==> config.mk <==
export PLATFORM = sky130hd
export DESIGN_NAME = oscillator_trim_calibrator
export DESIGN_NICKNAME = d
export VERILOG_FILES = /design/src/hdl/otc_pkg.sv /design/src/hdl/otc_accum.sv /design/src/hdl/otc_div.sv /design/src/hdl/otc_err.sv /design/src/hdl/oscillator_trim_calibrator.sv
export VERILOG_INCLUDE_DIRS = /design/src /design/src/hdl
export SDC_FILE = /design/constraint.sdc
export NUM_CORES = 1
export LEC_CHECK = 0
export BUFFER_PORTS_ARGS = -buffer_cell sky130_fd_sc_hd__buf_2
export CAP_MARGIN = 20
export CELL_PAD_IN_SITES_DETAIL_PLACEMENT = 1
export CELL_PAD_IN_SITES_GLOBAL_PLACEMENT = 2
export CORE_AREA = 5 5 218 242
export DETAILED_ROUTE_END_ITERATION = 8
export DIE_AREA = 0 0 223 247
export MAX_ROUTING_LAYER = met4
export PLACE_DENSITY = 0.9
export SLEW_MARGIN = 20
export SYNTH_ARGS = -nofsm -noshare
export SYNTH_HDL_FRONTEND = slang
export SYNTH_SLANG_ARGS = --single-unit
==> constraint.sdc <==
create_clock -name i_clk -period 8.4 [get_ports i_clk]
set_clock_uncertainty 0.1 [all_clocks]
set_input_delay 1.68 -clock i_clk [delete_from_list [all_inputs] [get_ports i_clk]]
set_output_delay 1.68 -clock i_clk [all_outputs]
set_load 0.02 [all_outputs]
==> src/hdl/assert_macros.svh <==
// Assertion macros shared by the calibrator RTL
`ifndef ASSERT_MACROS_SVH
`define ASSERT_MACROS_SVH

// check a property on every clock edge outside reset
`define OTC_ASSERT(label, prop, msg) \
    label: assert property (@(posedge i_clk) disable iff (!i_rst_n) prop) \
        else $error(msg);

// check that a condition never holds outside reset
`define OTC_ASSERT_NEVER(label, cond, msg) \
    label: assert property (@(posedge i_clk) disable iff (!i_rst_n) !(cond)) \
        else $error(msg);

`endif

==> src/hdl/otc_pkg.sv <==
// Package with widths, codes and control types of the oscillator trim calibrator
`timescale 1ns / 1ps
package otc_pkg;

    localparam int TS_W      = 32;
    localparam int SUM_W     = 37;
    localparam int ERR_W     = 33;
    localparam int ERR_STEPS = 34;
    localparam int CNT_W     = 6;
    localparam int TRIM_W    = 6;
    localparam int TOL_W     = 16;
    localparam int EDGE_W    = 8;
    localparam int SETTLE_W  = 4;
    localparam int AVG_W     = 5;
    localparam int CFG_IDX_W = 3;
    localparam int CFG_W     = 32;

    localparam logic [TS_W-1:0]     TARGET_RST   = 32'd32000000;
    localparam logic [TOL_W-1:0]    TOL_RST      = 16'd16;
    localparam logic [EDGE_W-1:0]   START_RST    = 8'd5;
    localparam logic [SETTLE_W-1:0] SETTLE_RST   = 4'd2;
    localparam logic [AVG_W-1:0]    AVG_RST      = 5'd5;
    localparam logic [TRIM_W-1:0]   INIT_TRIM_RST = 6'd32;

    typedef enum logic [CFG_IDX_W-1:0] {
        CFG_TARGET,
        CFG_TOL,
        CFG_START,
        CFG_SETTLE,
        CFG_AVG,
        CFG_INIT_TRIM
    } t_cfg_idx;

    typedef enum logic [2:0] {
        S_IDLE,
        S_ADD,
        S_DIV,
        S_ELD,
        S_ERR,
        S_HOLD
    } t_state;

    typedef struct packed {
        logic load;
        logic step;
        logic ts_phase;
        logic acc_en;
        logic pvalid;
        logic div_step;
    } t_acc_ctl;

    typedef struct packed {
        logic clear;
        logic step;
    } t_div_ctl;

    typedef struct packed {
        logic load;
        logic step;
    } t_err_ctl;

endpackage

==> src/hdl/otc_accum.sv <==
// Bit-serial period subtractor and window accumulator
`timescale 1ns / 1ps
module otc_accum (
    input  logic                          i_clk,
    input  logic                          i_rst_n,
    input  otc_pkg::t_acc_ctl             i_ctl,
    input  logic [otc_pkg::TS_W-1:0]      i_ts,
    output logic                          o_sum_msb,
    output logic [otc_pkg::TS_W-1:0]      o_period
);
    import otc_pkg::*;

    logic [TS_W-1:0]  r_prev;
    logic [TS_W-1:0]  r_ts_sh;
    logic [TS_W-1:0]  r_period;
    logic [SUM_W-1:0] r_sum;
    logic             r_br;
    logic             r_cy;

    logic a_bit;
    logic b_bit;
    logic d_bit;
    logic n_br;
    logic p_bit;
    logic add_bit;
    logic s_bit;
    logic n_cy;

    always_comb begin
        a_bit   = r_ts_sh[0];
        b_bit   = r_prev[0];
        d_bit   = a_bit ^ b_bit ^ r_br;
        n_br    = (~a_bit & b_bit) | (~(a_bit ^ b_bit) & r_br);
        p_bit   = i_ctl.pvalid & d_bit;
        add_bit = i_ctl.acc_en & i_ctl.ts_phase & p_bit;
        s_bit   = r_sum[0] ^ add_bit ^ r_cy;
        n_cy    = (r_sum[0] & add_bit) | (r_cy & (r_sum[0] ^ add_bit));
    end

    always_ff @(posedge i_clk) begin
        if (!i_rst_n) begin
            r_prev <= '0;
            r_sum  <= '0;
        end else if (i_ctl.step) begin
            r_sum <= {s_bit, r_sum[SUM_W-1:1]};
            if (i_ctl.ts_phase) begin
                r_prev <= {a_bit, r_prev[TS_W-1:1]};
            end
        end else if (i_ctl.div_step) begin
            r_sum <= {r_sum[SUM_W-2:0], 1'b0};
        end
    end

    always_ff @(posedge i_clk) begin
        if (i_ctl.load) begin
            r_ts_sh <= i_ts;
            r_br    <= 1'b0;
            r_cy    <= 1'b0;
        end else if (i_ctl.step) begin
            r_cy <= n_cy;
            if (i_ctl.ts_phase) begin
                r_ts_sh  <= {1'b0, r_ts_sh[TS_W-1:1]};
                r_br     <= n_br;
                r_period <= {p_bit, r_period[TS_W-1:1]};
            end
        end
    end

    assign o_sum_msb = r_sum[SUM_W-1];
    assign o_period  = r_period;

endmodule

==> src/hdl/otc_div.sv <==
// Bit-serial restoring divider for the window average
`timescale 1ns / 1ps
module otc_div (
    input  logic                      i_clk,
    input  otc_pkg::t_div_ctl         i_ctl,
    input  logic                      i_bit,
    input  logic [otc_pkg::AVG_W-1:0] i_n,
    output logic [otc_pkg::TS_W-1:0]  o_quot
);
    import otc_pkg::*;

    logic [AVG_W-1:0] r_rem;
    logic [TS_W-1:0]  r_quot;

    logic [AVG_W:0]   trial;
    logic             ge;
    logic [AVG_W-1:0] n_rem;

    always_comb begin
        trial = {r_rem, i_bit};
        ge    = trial >= {1'b0, i_n};
        n_rem = ge ? AVG_W'(trial - {1'b0, i_n}) : trial[AVG_W-1:0];
    end

    always_ff @(posedge i_clk) begin
        if (i_ctl.clear) begin
            r_rem <= '0;
        end else if (i_ctl.step) begin
            r_rem  <= n_rem;
            r_quot <= {r_quot[TS_W-2:0], ge};
        end
    end

    assign o_quot = r_quot;

endmodule

==> src/hdl/otc_err.sv <==
// Bit-serial error subtractor and tolerance comparator
`timescale 1ns / 1ps
module otc_err (
    input  logic                       i_clk,
    input  otc_pkg::t_err_ctl          i_ctl,
    input  logic [otc_pkg::TS_W-1:0]   i_avg,
    input  logic [otc_pkg::TS_W-1:0]   i_target,
    input  logic [otc_pkg::TOL_W-1:0]  i_tol,
    output logic [otc_pkg::ERR_W-1:0]  o_err,
    output logic                       o_neg,
    output logic                       o_within
);
    import otc_pkg::*;

    logic [TS_W-1:0]      r_a;
    logic [TS_W-1:0]      r_t;
    logic [TOL_W-1:0]     r_tol;
    logic [ERR_STEPS-1:0] r_e;
    logic                 r_b1;
    logic                 r_b2;
    logic                 r_c;
    logic                 r_d_sign;
    logic                 r_s_sign;

    logic a_bit;
    logic t_bit;
    logic l_bit;
    logic e_bit;
    logic d_bit;
    logic s_bit;
    logic n_b1;
    logic n_b2;
    logic n_c;

    always_comb begin
        a_bit = r_a[0];
        t_bit = r_t[0];
        l_bit = r_tol[0];
        e_bit = a_bit ^ t_bit ^ r_b1;
        n_b1  = (~a_bit & t_bit) | (~(a_bit ^ t_bit) & r_b1);
        d_bit = l_bit ^ e_bit ^ r_b2;
        n_b2  = (~l_bit & e_bit) | (~(l_bit ^ e_bit) & r_b2);
        s_bit = l_bit ^ e_bit ^ r_c;
        n_c   = (l_bit & e_bit) | (r_c & (l_bit ^ e_bit));
    end

    always_ff @(posedge i_clk) begin
        if (i_ctl.load) begin
            r_a   <= i_avg;
            r_t   <= i_target;
            r_tol <= i_tol;
            r_b1  <= 1'b0;
            r_b2  <= 1'b0;
            r_c   <= 1'b0;
        end else if (i_ctl.step) begin
            r_a      <= {1'b0, r_a[TS_W-1:1]};
            r_t      <= {1'b0, r_t[TS_W-1:1]};
            r_tol    <= {1'b0, r_tol[TOL_W-1:1]};
            r_b1     <= n_b1;
            r_b2     <= n_b2;
            r_c      <= n_c;
            r_e      <= {e_bit, r_e[ERR_STEPS-1:1]};
            r_d_sign <= d_bit;
            r_s_sign <= s_bit;
        end
    end

    assign o_err    = r_e[ERR_W-1:0];
    assign o_neg    = r_e[ERR_STEPS-1];
    assign o_within = r_e[ERR_STEPS-1] ? ~r_s_sign : ~r_d_sign;

endmodule

==> src/hdl/oscillator_trim_calibrator.sv <==
// Oscillator trim calibrator top level: control sequencer, state and result register
`timescale 1ns / 1ps
`include "assert_macros.svh"
// One transaction per reference edge. An edge that does not close an averaging window
// takes a serial pass through the period subtractor and window accumulator, plus load
// and hold, from acceptance to result; an edge that closes a window adds a pass of
// the one-bit-per-cycle divider, an error load and a serial error and tolerance
// pass. The next transaction is accepted once the sequencer is back in idle, while a
// finished result may still wait on the output.
module oscillator_trim_calibrator #(
    parameter int TRIM_MAX    = 63,
    parameter int MAX_AVERAGE = 16
) (
    input  logic                             i_clk,
    input  logic                             i_rst_n,
    input  logic                             i_cfg_we,
    input  logic [otc_pkg::CFG_IDX_W-1:0]    i_cfg_idx,
    input  logic [otc_pkg::CFG_W-1:0]        i_cfg_data,
    input  logic                             i_in_valid,
    output logic                             o_in_ready,
    input  logic [otc_pkg::TS_W-1:0]         i_edge_timestamp,
    output logic                             o_out_valid,
    input  logic                             i_out_ready,
    output logic [otc_pkg::TS_W-1:0]         o_period_cycles,
    output logic                             o_period_valid,
    output logic                             o_average_ready,
    output logic [otc_pkg::TS_W-1:0]         o_average_cycles,
    output logic signed [otc_pkg::ERR_W-1:0] o_error_cycles,
    output logic [otc_pkg::TRIM_W-1:0]       o_trim_code,
    output logic                             o_trim_changed,
    output logic                             o_converged,
    output logic [otc_pkg::EDGE_W-1:0]       o_adjustments
);
    import otc_pkg::*;

    localparam int AVG_TOP  = (1 << AVG_W) - 1;
    localparam int TRIM_TOP = (1 << TRIM_W) - 1;
    localparam logic [AVG_W-1:0]  AVG_CAP  =
        AVG_W'((MAX_AVERAGE > AVG_TOP) ? AVG_TOP : MAX_AVERAGE);
    localparam logic [TRIM_W-1:0] TRIM_LIM =
        TRIM_W'((TRIM_MAX > TRIM_TOP) ? TRIM_TOP : TRIM_MAX);
    localparam logic [CNT_W-1:0]  SUM_LAST = CNT_W'(SUM_W - 1);
    localparam logic [CNT_W-1:0]  ERR_LAST = CNT_W'(ERR_STEPS - 1);
    localparam logic [CNT_W-1:0]  TS_STEPS = CNT_W'(TS_W);

    // configuration
    logic [TS_W-1:0]     r_cfg_target;
    logic [TOL_W-1:0]    r_cfg_tol;
    logic [EDGE_W-1:0]   r_cfg_start;
    logic [SETTLE_W-1:0] r_cfg_settle;
    logic [AVG_W-1:0]    r_cfg_avg;
    logic [TRIM_W-1:0]   r_cfg_init_trim;

    // calibration state
    t_state              r_state;
    t_state              n_state;
    logic [CNT_W-1:0]    r_cnt;
    logic [CNT_W-1:0]    n_cnt;
    logic                r_have_prev;
    logic [EDGE_W-1:0]   r_edge_cnt;
    logic                r_loaded;
    logic [TRIM_W-1:0]   r_trim;
    logic [SETTLE_W-1:0] r_settle;
    logic [AVG_W-1:0]    r_wcnt;
    logic [TS_W-1:0]     r_last_avg;
    logic [ERR_W-1:0]    r_last_err;
    logic                r_conv;
    logic [EDGE_W-1:0]   r_steps;

    // per-transaction flags
    logic                r_pvalid;
    logic                r_acc;
    logic                r_do_div;

    // result register
    logic                r_out_valid;
    logic [TS_W-1:0]     r_out_period;
    logic                r_out_pvalid;
    logic                r_out_avg_rdy;
    logic [TRIM_W-1:0]   r_out_trim;
    logic                r_out_changed;

    t_acc_ctl            acc_ctl;
    t_div_ctl            div_ctl;
    t_err_ctl            err_ctl;
    logic                sum_msb;
    logic [TS_W-1:0]     period;
    logic [TS_W-1:0]     quot;
    logic [ERR_W-1:0]    err;
    logic                err_neg;
    logic                err_within;

    logic                accept;
    logic                commit;
    logic [EDGE_W-1:0]   ecnt_n;
    logic                cal;
    logic [TRIM_W-1:0]   trim_v;
    logic [SETTLE_W-1:0] settle_v;
    logic [AVG_W-1:0]    n_eff;
    logic [AVG_W-1:0]    wcnt_n;
    logic                acc_now;
    logic                div_now;
    logic [TRIM_W-1:0]   trim_c;
    logic                conv_c;
    logic                changed_c;

    assign accept = i_in_valid && o_in_ready;
    assign commit = (r_state == S_HOLD) && (!r_out_valid || i_out_ready);

    // acceptance decisions
    always_comb begin
        ecnt_n   = (r_edge_cnt == '1) ? r_edge_cnt : r_edge_cnt + EDGE_W'(1);
        cal      = ecnt_n >= r_cfg_start;
        trim_v   = r_loaded ? r_trim : r_cfg_init_trim;
        settle_v = r_loaded ? r_settle : r_cfg_settle;
        if (r_cfg_avg == '0) begin
            n_eff = AVG_W'(1);
        end else if (r_cfg_avg > AVG_CAP) begin
            n_eff = AVG_CAP;
        end else begin
            n_eff = r_cfg_avg;
        end
        wcnt_n  = r_wcnt + AVG_W'(1);
        acc_now = cal && (settle_v == '0);
        div_now = acc_now && (wcnt_n >= n_eff);
    end

    // trim decision at the end of a window
    always_comb begin
        trim_c    = r_trim;
        conv_c    = r_conv;
        changed_c = 1'b0;
        if (r_do_div) begin
            conv_c = 1'b1;
            if (!err_within) begin
                if (!err_neg) begin
                    if (r_trim < TRIM_LIM) begin
                        trim_c    = r_trim + TRIM_W'(1);
                        changed_c = 1'b1;
                        conv_c    = 1'b0;
                    end
                end else if (r_trim != '0) begin
                    trim_c    = r_trim - TRIM_W'(1);
                    changed_c = 1'b1;
                    conv_c    = 1'b0;
                end
            end
        end
    end

    always_ff @(posedge i_clk) begin
        if (!i_rst_n) begin
            r_cfg_target    <= TARGET_RST;
            r_cfg_tol       <= TOL_RST;
            r_cfg_start     <= START_RST;
            r_cfg_settle    <= SETTLE_RST;
            r_cfg_avg       <= AVG_RST;
            r_cfg_init_trim <= INIT_TRIM_RST;
        end else if (i_cfg_we) begin
            unique case (i_cfg_idx)
                CFG_TARGET:    r_cfg_target    <= i_cfg_data;
                CFG_TOL:       r_cfg_tol       <= i_cfg_data[TOL_W-1:0];
                CFG_START:     r_cfg_start     <= i_cfg_data[EDGE_W-1:0];
                CFG_SETTLE:    r_cfg_settle    <= i_cfg_data[SETTLE_W-1:0];
                CFG_AVG:       r_cfg_avg       <= i_cfg_data[AVG_W-1:0];
                CFG_INIT_TRIM: r_cfg_init_trim <= i_cfg_data[TRIM_W-1:0];
                default: ;
            endcase
        end
    end

    always_ff @(posedge i_clk) begin
        if (!i_rst_n) begin
            r_state <= S_IDLE;
            r_cnt   <= '0;
        end else begin
            r_state <= n_state;
            r_cnt   <= n_cnt;
        end
    end

    always_comb begin
        n_state          = r_state;
        n_cnt            = r_cnt + CNT_W'(1);
        acc_ctl          = '0;
        acc_ctl.ts_phase = r_cnt < TS_STEPS;
        acc_ctl.acc_en   = r_acc;
        acc_ctl.pvalid   = r_pvalid;
        div_ctl          = '0;
        err_ctl          = '0;
        o_in_ready       = 1'b0;
        unique case (r_state)
            S_IDLE: begin
                o_in_ready = 1'b1;
                n_cnt      = '0;
                if (i_in_valid) begin
                    acc_ctl.load  = 1'b1;
                    div_ctl.clear = 1'b1;
                    n_state       = S_ADD;
                end
            end
            S_ADD: begin
                acc_ctl.step = 1'b1;
                if (r_cnt == SUM_LAST) begin
                    n_cnt   = '0;
                    n_state = r_do_div ? S_DIV : S_HOLD;
                end
            end
            S_DIV: begin
                div_ctl.step     = 1'b1;
                acc_ctl.div_step = 1'b1;
                if (r_cnt == SUM_LAST) begin
                    n_cnt   = '0;
                    n_state = S_ELD;
                end
            end
            S_ELD: begin
                err_ctl.load = 1'b1;
                n_cnt        = '0;
                n_state      = S_ERR;
            end
            S_ERR: begin
                err_ctl.step = 1'b1;
                if (r_cnt == ERR_LAST) begin
                    n_cnt   = '0;
                    n_state = S_HOLD;
                end
            end
            S_HOLD: begin
                n_cnt = '0;
                if (commit) begin
                    n_state = S_IDLE;
                end
            end
            default: begin
                n_cnt   = '0;
                n_state = S_IDLE;
            end
        endcase
    end

    always_ff @(posedge i_clk) begin
        if (!i_rst_n) begin
            r_have_prev <= 1'b0;
            r_edge_cnt  <= '0;
            r_loaded    <= 1'b0;
            r_trim      <= '0;
            r_settle    <= SETTLE_RST;
            r_wcnt      <= '0;
            r_last_avg  <= '0;
            r_last_err  <= '0;
            r_conv      <= 1'b0;
            r_steps     <= '0;
            r_pvalid    <= 1'b0;
            r_acc       <= 1'b0;
            r_do_div    <= 1'b0;
            r_out_valid <= 1'b0;
        end else begin
            if (accept) begin
                r_have_prev <= 1'b1;
                r_pvalid    <= r_have_prev;
                r_edge_cnt  <= ecnt_n;
                r_acc       <= acc_now;
                r_do_div    <= div_now;
                if (cal) begin
                    r_loaded <= 1'b1;
                    r_trim   <= trim_v;
                    if (settle_v != '0) begin
                        r_settle <= settle_v - SETTLE_W'(1);
                    end else begin
                        r_settle <= settle_v;
                        r_wcnt   <= div_now ? '0 : wcnt_n;
                    end
                end
            end
            if (commit) begin
                r_out_valid <= 1'b1;
                r_trim      <= trim_c;
                r_conv      <= conv_c;
                if (r_do_div) begin
                    r_last_avg <= quot;
                    r_last_err <= err;
                end
                if (changed_c) begin
                    r_steps  <= r_steps + EDGE_W'(1);
                    r_settle <= r_cfg_settle;
                end
            end else if (i_out_ready) begin
                r_out_valid <= 1'b0;
            end
        end
    end

    always_ff @(posedge i_clk) begin
        if (commit) begin
            r_out_period  <= period;
            r_out_pvalid  <= r_pvalid;
            r_out_avg_rdy <= r_do_div;
            r_out_trim    <= r_loaded ? trim_c : r_cfg_init_trim;
            r_out_changed <= changed_c;
        end
    end

    otc_accum u_accum (
        .i_clk     (i_clk),
        .i_rst_n   (i_rst_n),
        .i_ctl     (acc_ctl),
        .i_ts      (i_edge_timestamp),
        .o_sum_msb (sum_msb),
        .o_period  (period)
    );

    otc_div u_div (
        .i_clk  (i_clk),
        .i_ctl  (div_ctl),
        .i_bit  (sum_msb),
        .i_n    (n_eff),
        .o_quot (quot)
    );

    otc_err u_err (
        .i_clk    (i_clk),
        .i_ctl    (err_ctl),
        .i_avg    (quot),
        .i_target (r_cfg_target),
        .i_tol    (r_cfg_tol),
        .o_err    (err),
        .o_neg    (err_neg),
        .o_within (err_within)
    );

    assign o_out_valid      = r_out_valid;
    assign o_period_cycles  = r_out_period;
    assign o_period_valid   = r_out_pvalid;
    assign o_average_ready  = r_out_avg_rdy;
    assign o_average_cycles = r_last_avg;
    assign o_error_cycles   = r_last_err;
    assign o_trim_code      = r_out_trim;
    assign o_trim_changed   = r_out_changed;
    assign o_converged      = r_conv;
    assign o_adjustments    = r_steps;

    `OTC_ASSERT(a_accept_starts_pass, accept |=> (r_state == S_ADD), "accept did not start a pass")
    `OTC_ASSERT(a_valid_from_hold, $rose(o_out_valid) |-> ($past(r_state) == S_HOLD), "result raised outside hold")
    `OTC_ASSERT(a_change_needs_window, (o_out_valid && o_trim_changed) |-> o_average_ready, "trim stepped without a finished window")
    `OTC_ASSERT_NEVER(a_window_count_range, r_wcnt >= AVG_CAP, "window count past its limit")

endmodule
==> metrics, run 1 <==
port bufs around 190; WL per Instance 17.30 µm; hold_buf cts 0; synthesized area per cell between 10 and 15 µm²; CP Launch Type input pin; CTS max path bufs 3; syn_nets between 2000 and 2500; reg2reg start r_edge_cnt[0]$_SDFFE_PN0P_; Post-synth EDFFs approximately 250; Slew Viols, Final 0; WL final between 40 and 50 mm; flops & latches, synth slightly above 500; CP Class in2reg; Leak about 9.0 nW; top_reg_cell synth dfxtp_1; Routed Antenna Nets 0; Clock Latency Late Sink around 0.6 ns; Fmax roughly 0.25 GHz; Setup TNS Final 0 ns; Final Hold Viols 0; Row Count between 80 and 90; worst min-delay path startpoint u_accum.o_period[0]$_DFFE_PP_; RSZ-0062 raised after global routing false; outcome complete, no violations; Die H 247 µm; Initial Utilization 0.4076; vias 14590; Final #Nets approximately 2200; max reg flops 37; post-layout min period around 4 ns; area delta synth->final 16.60%; measured slew at the worst slew-check pin approximately 1.1 ns; routability congestion estimate 0.7823; DP HPWL about 31 mm; num ports between 150 and 200; layout cell share with drive strength beyond 1 0.1481; pin count of the biggest net entering global routing 91; VDD IR max 0.2304 mV; max-capacitance violation count 0; Setup Viol. Count Final 0; Total Routing Usage GR 0.1783; die area about 55000 µm²; Rel. slew slack 0.2673; deepest level of the CTS H-tree 2; chip width 223 µm; placed insts around 2700; Crit path required time 8.73 ns; Cell Pwr Density roughly 310 nW/µm²; CTS buffer count 53; clock sinks a little over 500; # resized after CTS 0; Seq/Total Area, Yosys 0.6338; Congestion Overflow GR 0; DRT Pass-1 Iters 4; core area 49710 µm²; Mapped Area around 20000 µm²; drt drc 0; Arrival @ worst endpoint roughly 4.4 ns; fin cells about 2800; most flop-heavy register u_accum.r_sum; post-DR vias/cell a little over 5; Post-CTS Repair Setup Buffers 0; first-pass GRT wire length slightly below 80 mm; Critical Path Source i_out_ready; Mapped Cells between 1500 and 2000; clk slew on worst S/H paths approximately 0.060 ns; asr flop ratio synth 0; Initial DRC Count slightly above 900; Hold Crit Class reg2reg; vias in the first global route between 15000 and 20000; Synth Warn # 0; initial antenna violation count 4; CTS tree built; fin crit share 0.4800; Unique masters post-synth 68; critical path endpoint category register; clock root buffer clkbuf_16; fillers ~5600; CP Max Fanout 47
==> logic make-up after synthesis <==
| logic type | share of synthesized area |
|---|---|
| DFF | 0.6338 |
| buffers and inverters | 0.03273 |
| and+or+nand+nor | 0.1818 |
| xor gates and xnor gates | 0.01081 |
| adders and majority gates | 0.02322 |
| muxes | 0.03149 |
| AOI/OAI and AO/OA | 0.08620 |
==> placed cells by master (no fill, tap or decap), drive strengths merged, types with 20 or more instances in the layout <==
cell,netlist,routed
mux2i,57,57
clkbuf,76,72
buf,41,201
edfxtp,253,253
a211oi,44,44
dfxtp,262,262
nor2,107,107
nand2,688,688
o21ai,20,20
nand3,32,32
a21oi,182,182
inv,40,43
ha,28,28
==> final cells by class <==
class                      count  area, µm²  share of cell area
timing repair buffer         201       1042             0.04411
multi-input combinational   1318       6803              0.2879
antenna                        3      7.507           0.0003177
clock buffer                  72       1540             0.06519
sequential                   515      12840              0.5435
tap                          660      825.8             0.03495
inverter                      40      157.7            0.006672
clock inverter                28      409.1             0.01732
==> worst max-delay path, cell delays in order <==
cell and delay [ns]:
buf_2 0.09, nand2b_1 0.12, nand2b_1 0.32, inv_2 0.92, nand2_2 0.53, buf_4 0.45
nand2_1 0.15, a21oi_1 0.08
==> power breakdown <==
| group | total (W) | leakage, nW | internal [W] | switching [W] |
|---|---|---|---|---|
| sequential | 0.00357 | 4.47 | 0.00332 | 0.000251 |
| combinational | 0.00128 | 3.59 | 0.000398 | 0.000878 |
| clock | 0.00258 | 0.946 | 0.00157 | 0.00101 |
==> cells in the mapped netlist, types with 7 or more instances <==
cell type | instances | area, µm²
a211oi_1 | 42 | 315.3
a21oi_1 | 182 | 910.9
and2_1 | 8 | 50.05
buf_2 | 29 | 145.1
clkbuf_1 | 76 | 285.3
dfxtp_1 | 262 | 5245
edfxtp_1 | 253 | 7597
ha_1 | 28 | 350.3
inv_1 | 39 | 146.4
mux2i_1 | 57 | 570.6
nand2_1 | 686 | 2575
nand2b_1 | 8 | 50.05
nand3_1 | 32 | 160.2
nand4_1 | 9 | 56.30
nor2_1 | 106 | 397.9
nor2b_1 | 7 | 43.79
nor3_1 | 13 | 65.06
o21ai_0 | 18 | 90.09
xnor2_1 | 14 | 122.6
xor2_1 | 11 | 96.34
==> routing by layer <==
metal / share of wire / up-vias / global-route usage
met3: 0.038 / 95 / 0.03051
met4: 0.028 / 0 / 0.05478
met2: 0.49 / 230 / 0.3026
met5: 0 / - / -
met1: 0.44 / 7238 / 0.2197
li1: - / 7023 / -
==> stage by stage <==
stage | setup WS, ns | power [W] | util | instance area [µm²] | hold slack (ns)
2_1_floorplan | 4.630 | 0.004515 | - | 20260 | 0.3003
6_report | 4.368 | 0.007436 | 0.4753 | 23630 | 0.3315
5_1_grt | 4.083 | 0.007847 | 0.4753 | 23630 | 0.3403
3_5_place_dp | 3.715 | 0.004922 | 0.4356 | 21650 | 0.3119
3_3_place_gp | 3.874 | 0.004838 | 0.4355 | 21650 | 0.3065
4_1_cts | 4.335 | 0.007543 | 0.4748 | 23600 | 0.3210
==> worst paths after layout <==
check        depth (start not counted)  slack, ns                             end
max                                  8       4.37  o_error_cycles[5]$_SDFFE_PN0P_
min                                  0       0.33    o_period_cycles[0]$_DFFE_PP_
max reg2reg                         12       4.48          r_wcnt[2]$_SDFFE_PN0P_
min reg2reg                          0       0.33    o_period_cycles[0]$_DFFE_PP_
No activity file was read; power rests on OpenSTA's default activity.
==> inputs of run 2 (changes only) <==
--- a/config.mk
+++ b/config.mk
@@ -10,11 +10,11 @@
 export CAP_MARGIN = 20
 export CELL_PAD_IN_SITES_DETAIL_PLACEMENT = 1
 export CELL_PAD_IN_SITES_GLOBAL_PLACEMENT = 2
-export CORE_AREA = 5 5 218 242
+export CORE_AREA = 5 5 227 251
 export DETAILED_ROUTE_END_ITERATION = 8
-export DIE_AREA = 0 0 223 247
+export DIE_AREA = 0 0 232 256
 export MAX_ROUTING_LAYER = met4
-export PLACE_DENSITY = 0.9
+export PLACE_DENSITY = 0.85
 export SLEW_MARGIN = 20
 export SYNTH_ARGS = -nofsm -noshare
 export SYNTH_HDL_FRONTEND = slang
==> constraint.sdc (replaced) <==
create_clock -name i_clk -period 3.9 [get_ports i_clk]
set_clock_uncertainty 0.1 [all_clocks]
set_input_delay 0.78 -clock i_clk [delete_from_list [all_inputs] [get_ports i_clk]]
set_output_delay 0.78 -clock i_clk [all_outputs]
set_load 0.02 [all_outputs]
==> run 2 against run 1 <==
Sequential power increased by 120%. Total power up 110%. Cell count is 3.2% higher. Combinational power is 120% higher. Largest power group unchanged. Wire length fell by 0.84%.
==> metrics, run 2 (synthesis gave the netlist of run 1 again) <==
fillers 6126 (+10%); Hold Crit Class in2reg; RSZ-0062 raised after global routing false; area delta synth->final 17.44%; post-layout min period roughly 3.6 ns; most frequent cells in the layout nand2_1 (684), dfxtp_1 (262), edfxtp_1 (253); CP Max Fanout 9 (-81%); Arrival @ worst endpoint 4.02 ns (-0.35 ns); Routed Antenna Nets 0 (unchanged); Flop pwr share 0.485 (+0.004); Congestion Overflow GR 0 (unchanged); Slew Viols, Final 0 (unchanged); Final Hold Viols 0 (unchanged); Initial DRC Count 722 (-20%); max-capacitance violation count 0 (unchanged); WL per Instance 16.61 µm (-4.0%); Highest Signal Layer met4; final core occ 0.4384 (-0.03686); max reg flops 37 (unchanged); Int Power 0.01125 W (+110%); placed inst area 21870 µm² (+1.0%); initial antenna violation count 5 (+1); vias in the first global route 15360 (+0.31%); drt drc 0 (unchanged); Clock Latency Late Sink 0.61 ns (about the same); clk slew on worst S/H paths 0.07 ns (about the same); Final #Nets 2248 (+0.58%); CTS max path bufs 3 (unchanged); switching part of the total power 0.2901 (+0.001851); Leak 9.054 nW (+0.56%); CP Launch Type register; layout cell share with drive strength beyond 1 0.1522 (+0.004080); M1 WL 21.30 mm (-2.4%); measured slew at the worst slew-check pin 1.076 ns (-0.02281 ns); num ports 189 (unchanged); outcome complete, no violations; vias 14550 (-0.23%); Cell Pwr Density 666.2 nW/µm² (+110%); WHS 0.3037 ns (-0.02773 ns); clock sinks 515 (unchanged); chip width 232 µm (+4.0%); DP HPWL 31.33 mm (+0.81%); Setup Viol. Count Final 0 (unchanged); core area 54280 µm² (+9.2%); critical path endpoint category register; deepest level of the CTS H-tree 2 (unchanged); post-DR vias/cell 4.968 (-3.4%); CP Class reg2reg; port bufs 188 (unchanged); fin crit share 0.9181; Initial Utilization 0.3733 (-0.03428); pin count of the biggest net entering global routing 124 (+36%); Setup TNS Final 0 ns (unchanged); DRT Pass-1 Iters 5 (+1); clock root buffer clkbuf_16; Rel. slew slack 0.2825 (+0.01520); design area 23800 µm² (+0.71%); CTS buffer count 54 (+1.9%); most flop-heavy register u_accum.r_sum; VDD IR max 0.3021 mV (+31%); Total Routing Usage GR 0.1649 (-0.01341); Clk pwr share 0.338 (-0.010); die area 59390 µm² (+7.8%); CTS tree built; WL met3 1.779 mm (-5.6%); P_sw 0.004599 W (+110%); most common cell after layout, fill and taps aside nand2_1; total power 0.01585 W (+110%); Row Count 90 (+4.7%); Die H 256 µm (+3.6%); Crit path required time 4.34 ns (-4.39 ns); Fmax between 0.2 and 0.3 GHz; Comb power frac 0.177 (+0.005); WL final 48.66 mm (-0.84%); Met2 Routed Length 24.54 mm (+2.3%); first-pass GRT wire length 79.15 mm (+0.12%); routability congestion estimate 0.8243 (+5.4%)
-- run 2: cell count changes in the layout (fill, tap and decap cells not counted), sizes merged --
cell,before,now
diode,3,5
clkinvlp,5,3
clkinv,11,22
clkbuf,72,67
buf,201,213
bufinv,9,7
-- run 2: cell type report --
cell class / count / area, µm² / area share
multi-input combinational: 1318 / 6808 / 0.2861
sequential: 515 / 12840 / 0.5397
clock buffer: 67 / 1483 / 0.06231
tap: 736 / 920.9 / 0.03870
inverter: 40 / 155.1 / 0.006520
antenna: 5 / 12.51 / 0.0005258
clock inverter: 35 / 384.1 / 0.01614
timing repair buffer: 213 / 1191 / 0.05006
-- run 2: power by group through the flow --
stage	clock network, W	logic [W]	registers, W
3_5_place_dp	0	0.00285	0.00780
2_1_floorplan	0	0.00207	0.00766
5_1_grt	0.00576	0.00320	0.00780
6_report	0.00536	0.00281	0.00768
3_3_place_gp	0	0.00274	0.00774
4_1_cts	0.00554	0.00287	0.00770
-- run 2: per-layer routing --
metal  vias to the layer above  track usage
met4                         0      0.04596
met1                      7201       0.2025
met5                         -            -
met3                        77      0.02729
li1                       7046            -
met2                       228       0.2820
-- run 2: repair_timing --
item | 4_1_cts | 5_1_grt
hold endpoints to repair | 0 | 0
setup endpoints to repair | 0 | 2
hold buffers | 0 | 0
setup buffers | 0 | 2
resized for setup | 0 | 1
-- run 2: path summary, 6_finish.rpt --
path | start | to | slack (ns) | depth (start not counted)
max | r_edge_cnt[0]$_SDFFE_PN0P_ | r_wcnt[2]$_SDFFE_PN0P_ | 0.32 | 13
min | i_cfg_data[24] | r_cfg_target[24]$_SDFFE_PN1P_ | 0.30 | 3
max reg2reg | r_edge_cnt[0]$_SDFFE_PN0P_ | r_wcnt[2]$_SDFFE_PN0P_ | 0.32 | 13
min reg2reg | u_accum.o_period[0]$_DFFE_PP_ | o_period_cycles[0]$_DFFE_PP_ | 0.34 | 0
-- run 2: worst max-delay path, cell delays in order, from the launching register on --
cell,delay [ns]
dfxtp_1,0.41
ha_1,0.28
and3_1,0.25
and3_1,0.23
and3_1,0.27
nor2_1,0.07
xor2_1,0.15
ha_1,0.29
o21a_1,0.11
nor2_1,0.06
o31ai_4,0.44
nand2_2,0.20
or4_1,0.51
a21oi_1,0.13
-- run 2: metrics by stage --
stage / setup slack (ns) / cells
6_report: 0.3193 / 2929
5_1_grt: 0.01507 / 2929
4_1_cts: 0.1960 / 2922
3_5_place_dp: 0.2026 / 2820
3_3_place_gp: 0.3114 / 2820
2_1_floorplan: 0.2595 / 1990
==> inputs of run 3 (changes only) <==
--- a/config.mk
+++ b/config.mk
@@ -10,11 +10,12 @@
 export CAP_MARGIN = 20
 export CELL_PAD_IN_SITES_DETAIL_PLACEMENT = 1
 export CELL_PAD_IN_SITES_GLOBAL_PLACEMENT = 2
-export CORE_AREA = 5 5 227 251
+export CORE_AREA = 5 5 221 245
+export CTS_BUF_LIST = sky130_fd_sc_hd__clkbuf_4
 export DETAILED_ROUTE_END_ITERATION = 8
-export DIE_AREA = 0 0 232 256
+export DIE_AREA = 0 0 226 250
 export MAX_ROUTING_LAYER = met4
-export PLACE_DENSITY = 0.85
+export PLACE_DENSITY = 0.88
 export SLEW_MARGIN = 20
 export SYNTH_ARGS = -nofsm -noshare
 export SYNTH_HDL_FRONTEND = slang
==> run 3 against run 2 <==
Worst setup slack lost 0.12 ns. Worst hold slack got worse by 0.14 ns. Global-route usage increased by 2.1 points. Combinational power up 3%. Sequential power about the same. Critical endpoint unchanged.
==> metrics, run 3 (synthesis gave the netlist of run 1 again) <==
DP HPWL 31.85 mm (+1.7%); DRT Pass-1 Iters 5 (unchanged); Total Routing Usage GR 0.1862 (+0.02131); Final Hold Viols 0 (unchanged); Slew Viols, Final 0 (unchanged); Cell Pwr Density 645.0 nW/µm² (-3.2%); WL met3 2.001 mm (+12%); post-DR vias/cell 4.956 (-0.24%); most flop-heavy register u_accum.r_sum; clk slew on worst S/H paths 0.06 ns (about the same); Congestion Overflow GR 0 (unchanged); critical path endpoint category register; CTS buffer count 137 (+150%); routability congestion estimate 0.7947 (-3.6%); Routed Antenna Nets 0 (unchanged); outcome complete, no violations; Setup Viol. Count Final 0 (unchanged); Crit path required time 4.61 ns (+0.27 ns); WL final 51.27 mm (+5.4%); Met2 Routed Length 26.03 mm (+6.1%); Rel. slew slack 0.3888 (+0.1063); num ports 189 (unchanged); Row Count 88 (-2.2%); max-capacitance violation count 0 (unchanged); layout cell share with drive strength beyond 1 0.1970 (+0.04481); Die H 250 µm (-2.3%); slowest CP cell or4_1; Clock Latency Late Sink 0.92 ns (+0.31 ns); max reg flops 37 (unchanged); vias 15280 (+5.0%); Hold Crit Class in2reg; most common cell after layout, fill and taps aside nand2_1; RSZ-0062 raised after global routing false; clock root buffer clkbuf_4; CP Max Fanout 9 (unchanged); CTS max path bufs 3 (unchanged); Arrival @ worst endpoint 4.41 ns (+0.39 ns); measured slew at the worst slew-check pin 0.9146 ns (-0.1616 ns); initial antenna violation count 5 (unchanged); drt drc 0 (unchanged); Fmax 0.2706 GHz (-3.1%); clock sinks 515 (unchanged); Highest Signal Layer met4; fin crit share 0.9477 (+0.02957); area delta synth->final 20.36%; Post-CTS Repair Setup Buffers 0 (unchanged); WHS 0.1604 ns (-0.1434 ns); first-pass GRT wire length 83.39 mm (+5.4%); Setup TNS Final 0 ns (unchanged); die area 56500 µm² (-4.9%); CP Launch Type register; WL per Instance 16.63 µm (+0.13%); post-layout min period 3.696 ns (+0.1153 ns); largest delay contributor family on the critical path simple AND/OR/NAND/NOR gates; pin count of the biggest net entering global routing 108 (-13%); CP max stage delay 0.50 ns (about the same); chip width 226 µm (-2.6%); deepest level of the CTS H-tree 4 (+2); port bufs 188 (unchanged); CP Class reg2reg; Leak 9.514 nW (+5.1%); Final #Nets 2392 (+6.4%); reg2reg setup slack 0.20 ns (-0.12 ns); VDD IR max 0.3614 mV (+20%); most frequent cells in the layout nand2_1 (684), dfxtp_1 (262), edfxtp_1 (253); M1 WL 22.02 mm (+3.4%); fillers 5849 (-4.5%); CTS tree built; core area 51640 µm² (-4.9%); CP cell instances ha_2, and3_1, and3_1, and3_2, nor3_1, xor2_1, ha_1, nand4_1, o31ai_4, nand2_2, or4_1, a21oi_1; Initial DRC Count 789 (+9.3%); most frequent CP cell and3_1; vias in the first global route 16410 (+6.8%); Initial Utilization 0.3924 (+0.01907); Crit path buffers/inverters 0 (unchanged)
[run 3: cell count changes in the layout (fill, tap and decap cells not counted), sizes merged]
cell         before  now
bufinv            7    5
o31ai             3    4
dlygate4sd3       0   63
clkbuf           67  216
clkinvlp          3    2
diode             5    6
buf             213  210
inv              43   45
clkinv           22   26
[run 3: final timing paths]
check | from | cells past startpoint | endpoint
worst max-delay path | r_edge_cnt[0]$_SDFFE_PN0P_ | 12 | r_wcnt[2]$_SDFFE_PN0P_
worst min-delay path | i_cfg_data[3] | 3 | r_cfg_target[3]$_SDFFE_PN0P_
worst max register to register | r_edge_cnt[0]$_SDFFE_PN0P_ | 12 | r_wcnt[2]$_SDFFE_PN0P_
worst min register to register | u_err.r_e[6]$_DFFE_PP_ | 0 | u_err.r_e[5]$_DFFE_PP_
[run 3: stage by stage]
step / setup WS (ns) / util / std cells / total power (W) / area [µm²]
after floorplan: 0.2595 / - / 1990 / 0.009724 / 20260
after global routing: 0.02574 / 0.4723 / 3082 / 0.01677 / 24390
after global placement: 0.3630 / 0.4222 / 2758 / 0.01048 / 21800
after detailed placement: 0.1760 / 0.4222 / 2758 / 0.01067 / 21800
after CTS: 0.1526 / 0.4714 / 3075 / 0.01599 / 24340
final: 0.2040 / 0.4723 / 3082 / 0.01573 / 24390
[run 3: worst reg2reg max path, cell delays in order (launching register included)]
cell and delay, ns:
dfxtp_1 0.36, ha_2 0.24, and3_1 0.23, and3_1 0.23, and3_2 0.26, nor3_1 0.26, xor2_1 0.12, ha_1 0.31
nand4_1 0.23, o31ai_4 0.45, nand2_2 0.18, or4_1 0.50, a21oi_1 0.13
[run 3: timing repair]
| action | 4_1_cts | 5_1_grt |
|---|---|---|
| endpoints found under the hold margin | 84 | 0 |
| hold buffers | 63 | 0 |
| resized for setup | 0 | 3 |
| setup endpoints to repair | 0 | 5 |
[run 3: routing by layer]
metal  vias up  track usage
met4         0      0.07229
li1       7425            -
met3        99      0.04470
met5         -            -
met2       268       0.3119
met1      7483       0.2163
[run 3: layout make-up]
type	instances	area [µm²]	share of cell area
clock buffer	216	1622	0.06649
antenna	6	15.01	0.0006156
clock inverter	38	287.8	0.01180
sequential	515	12840	0.5266
timing repair buffer	273	1799	0.07377
tap	675	844.6	0.03463
multi-input combinational	1319	6823	0.2798
inverter	40	155.1	0.006362
[run 3: power by group]
part | leakage, nW | switching (W) | internal (W)
logic | 3.91 | 0.00193 | 0.000968
clock network | 1.13 | 0.00229 | 0.00285
registers | 4.47 | 0.000547 | 0.00715
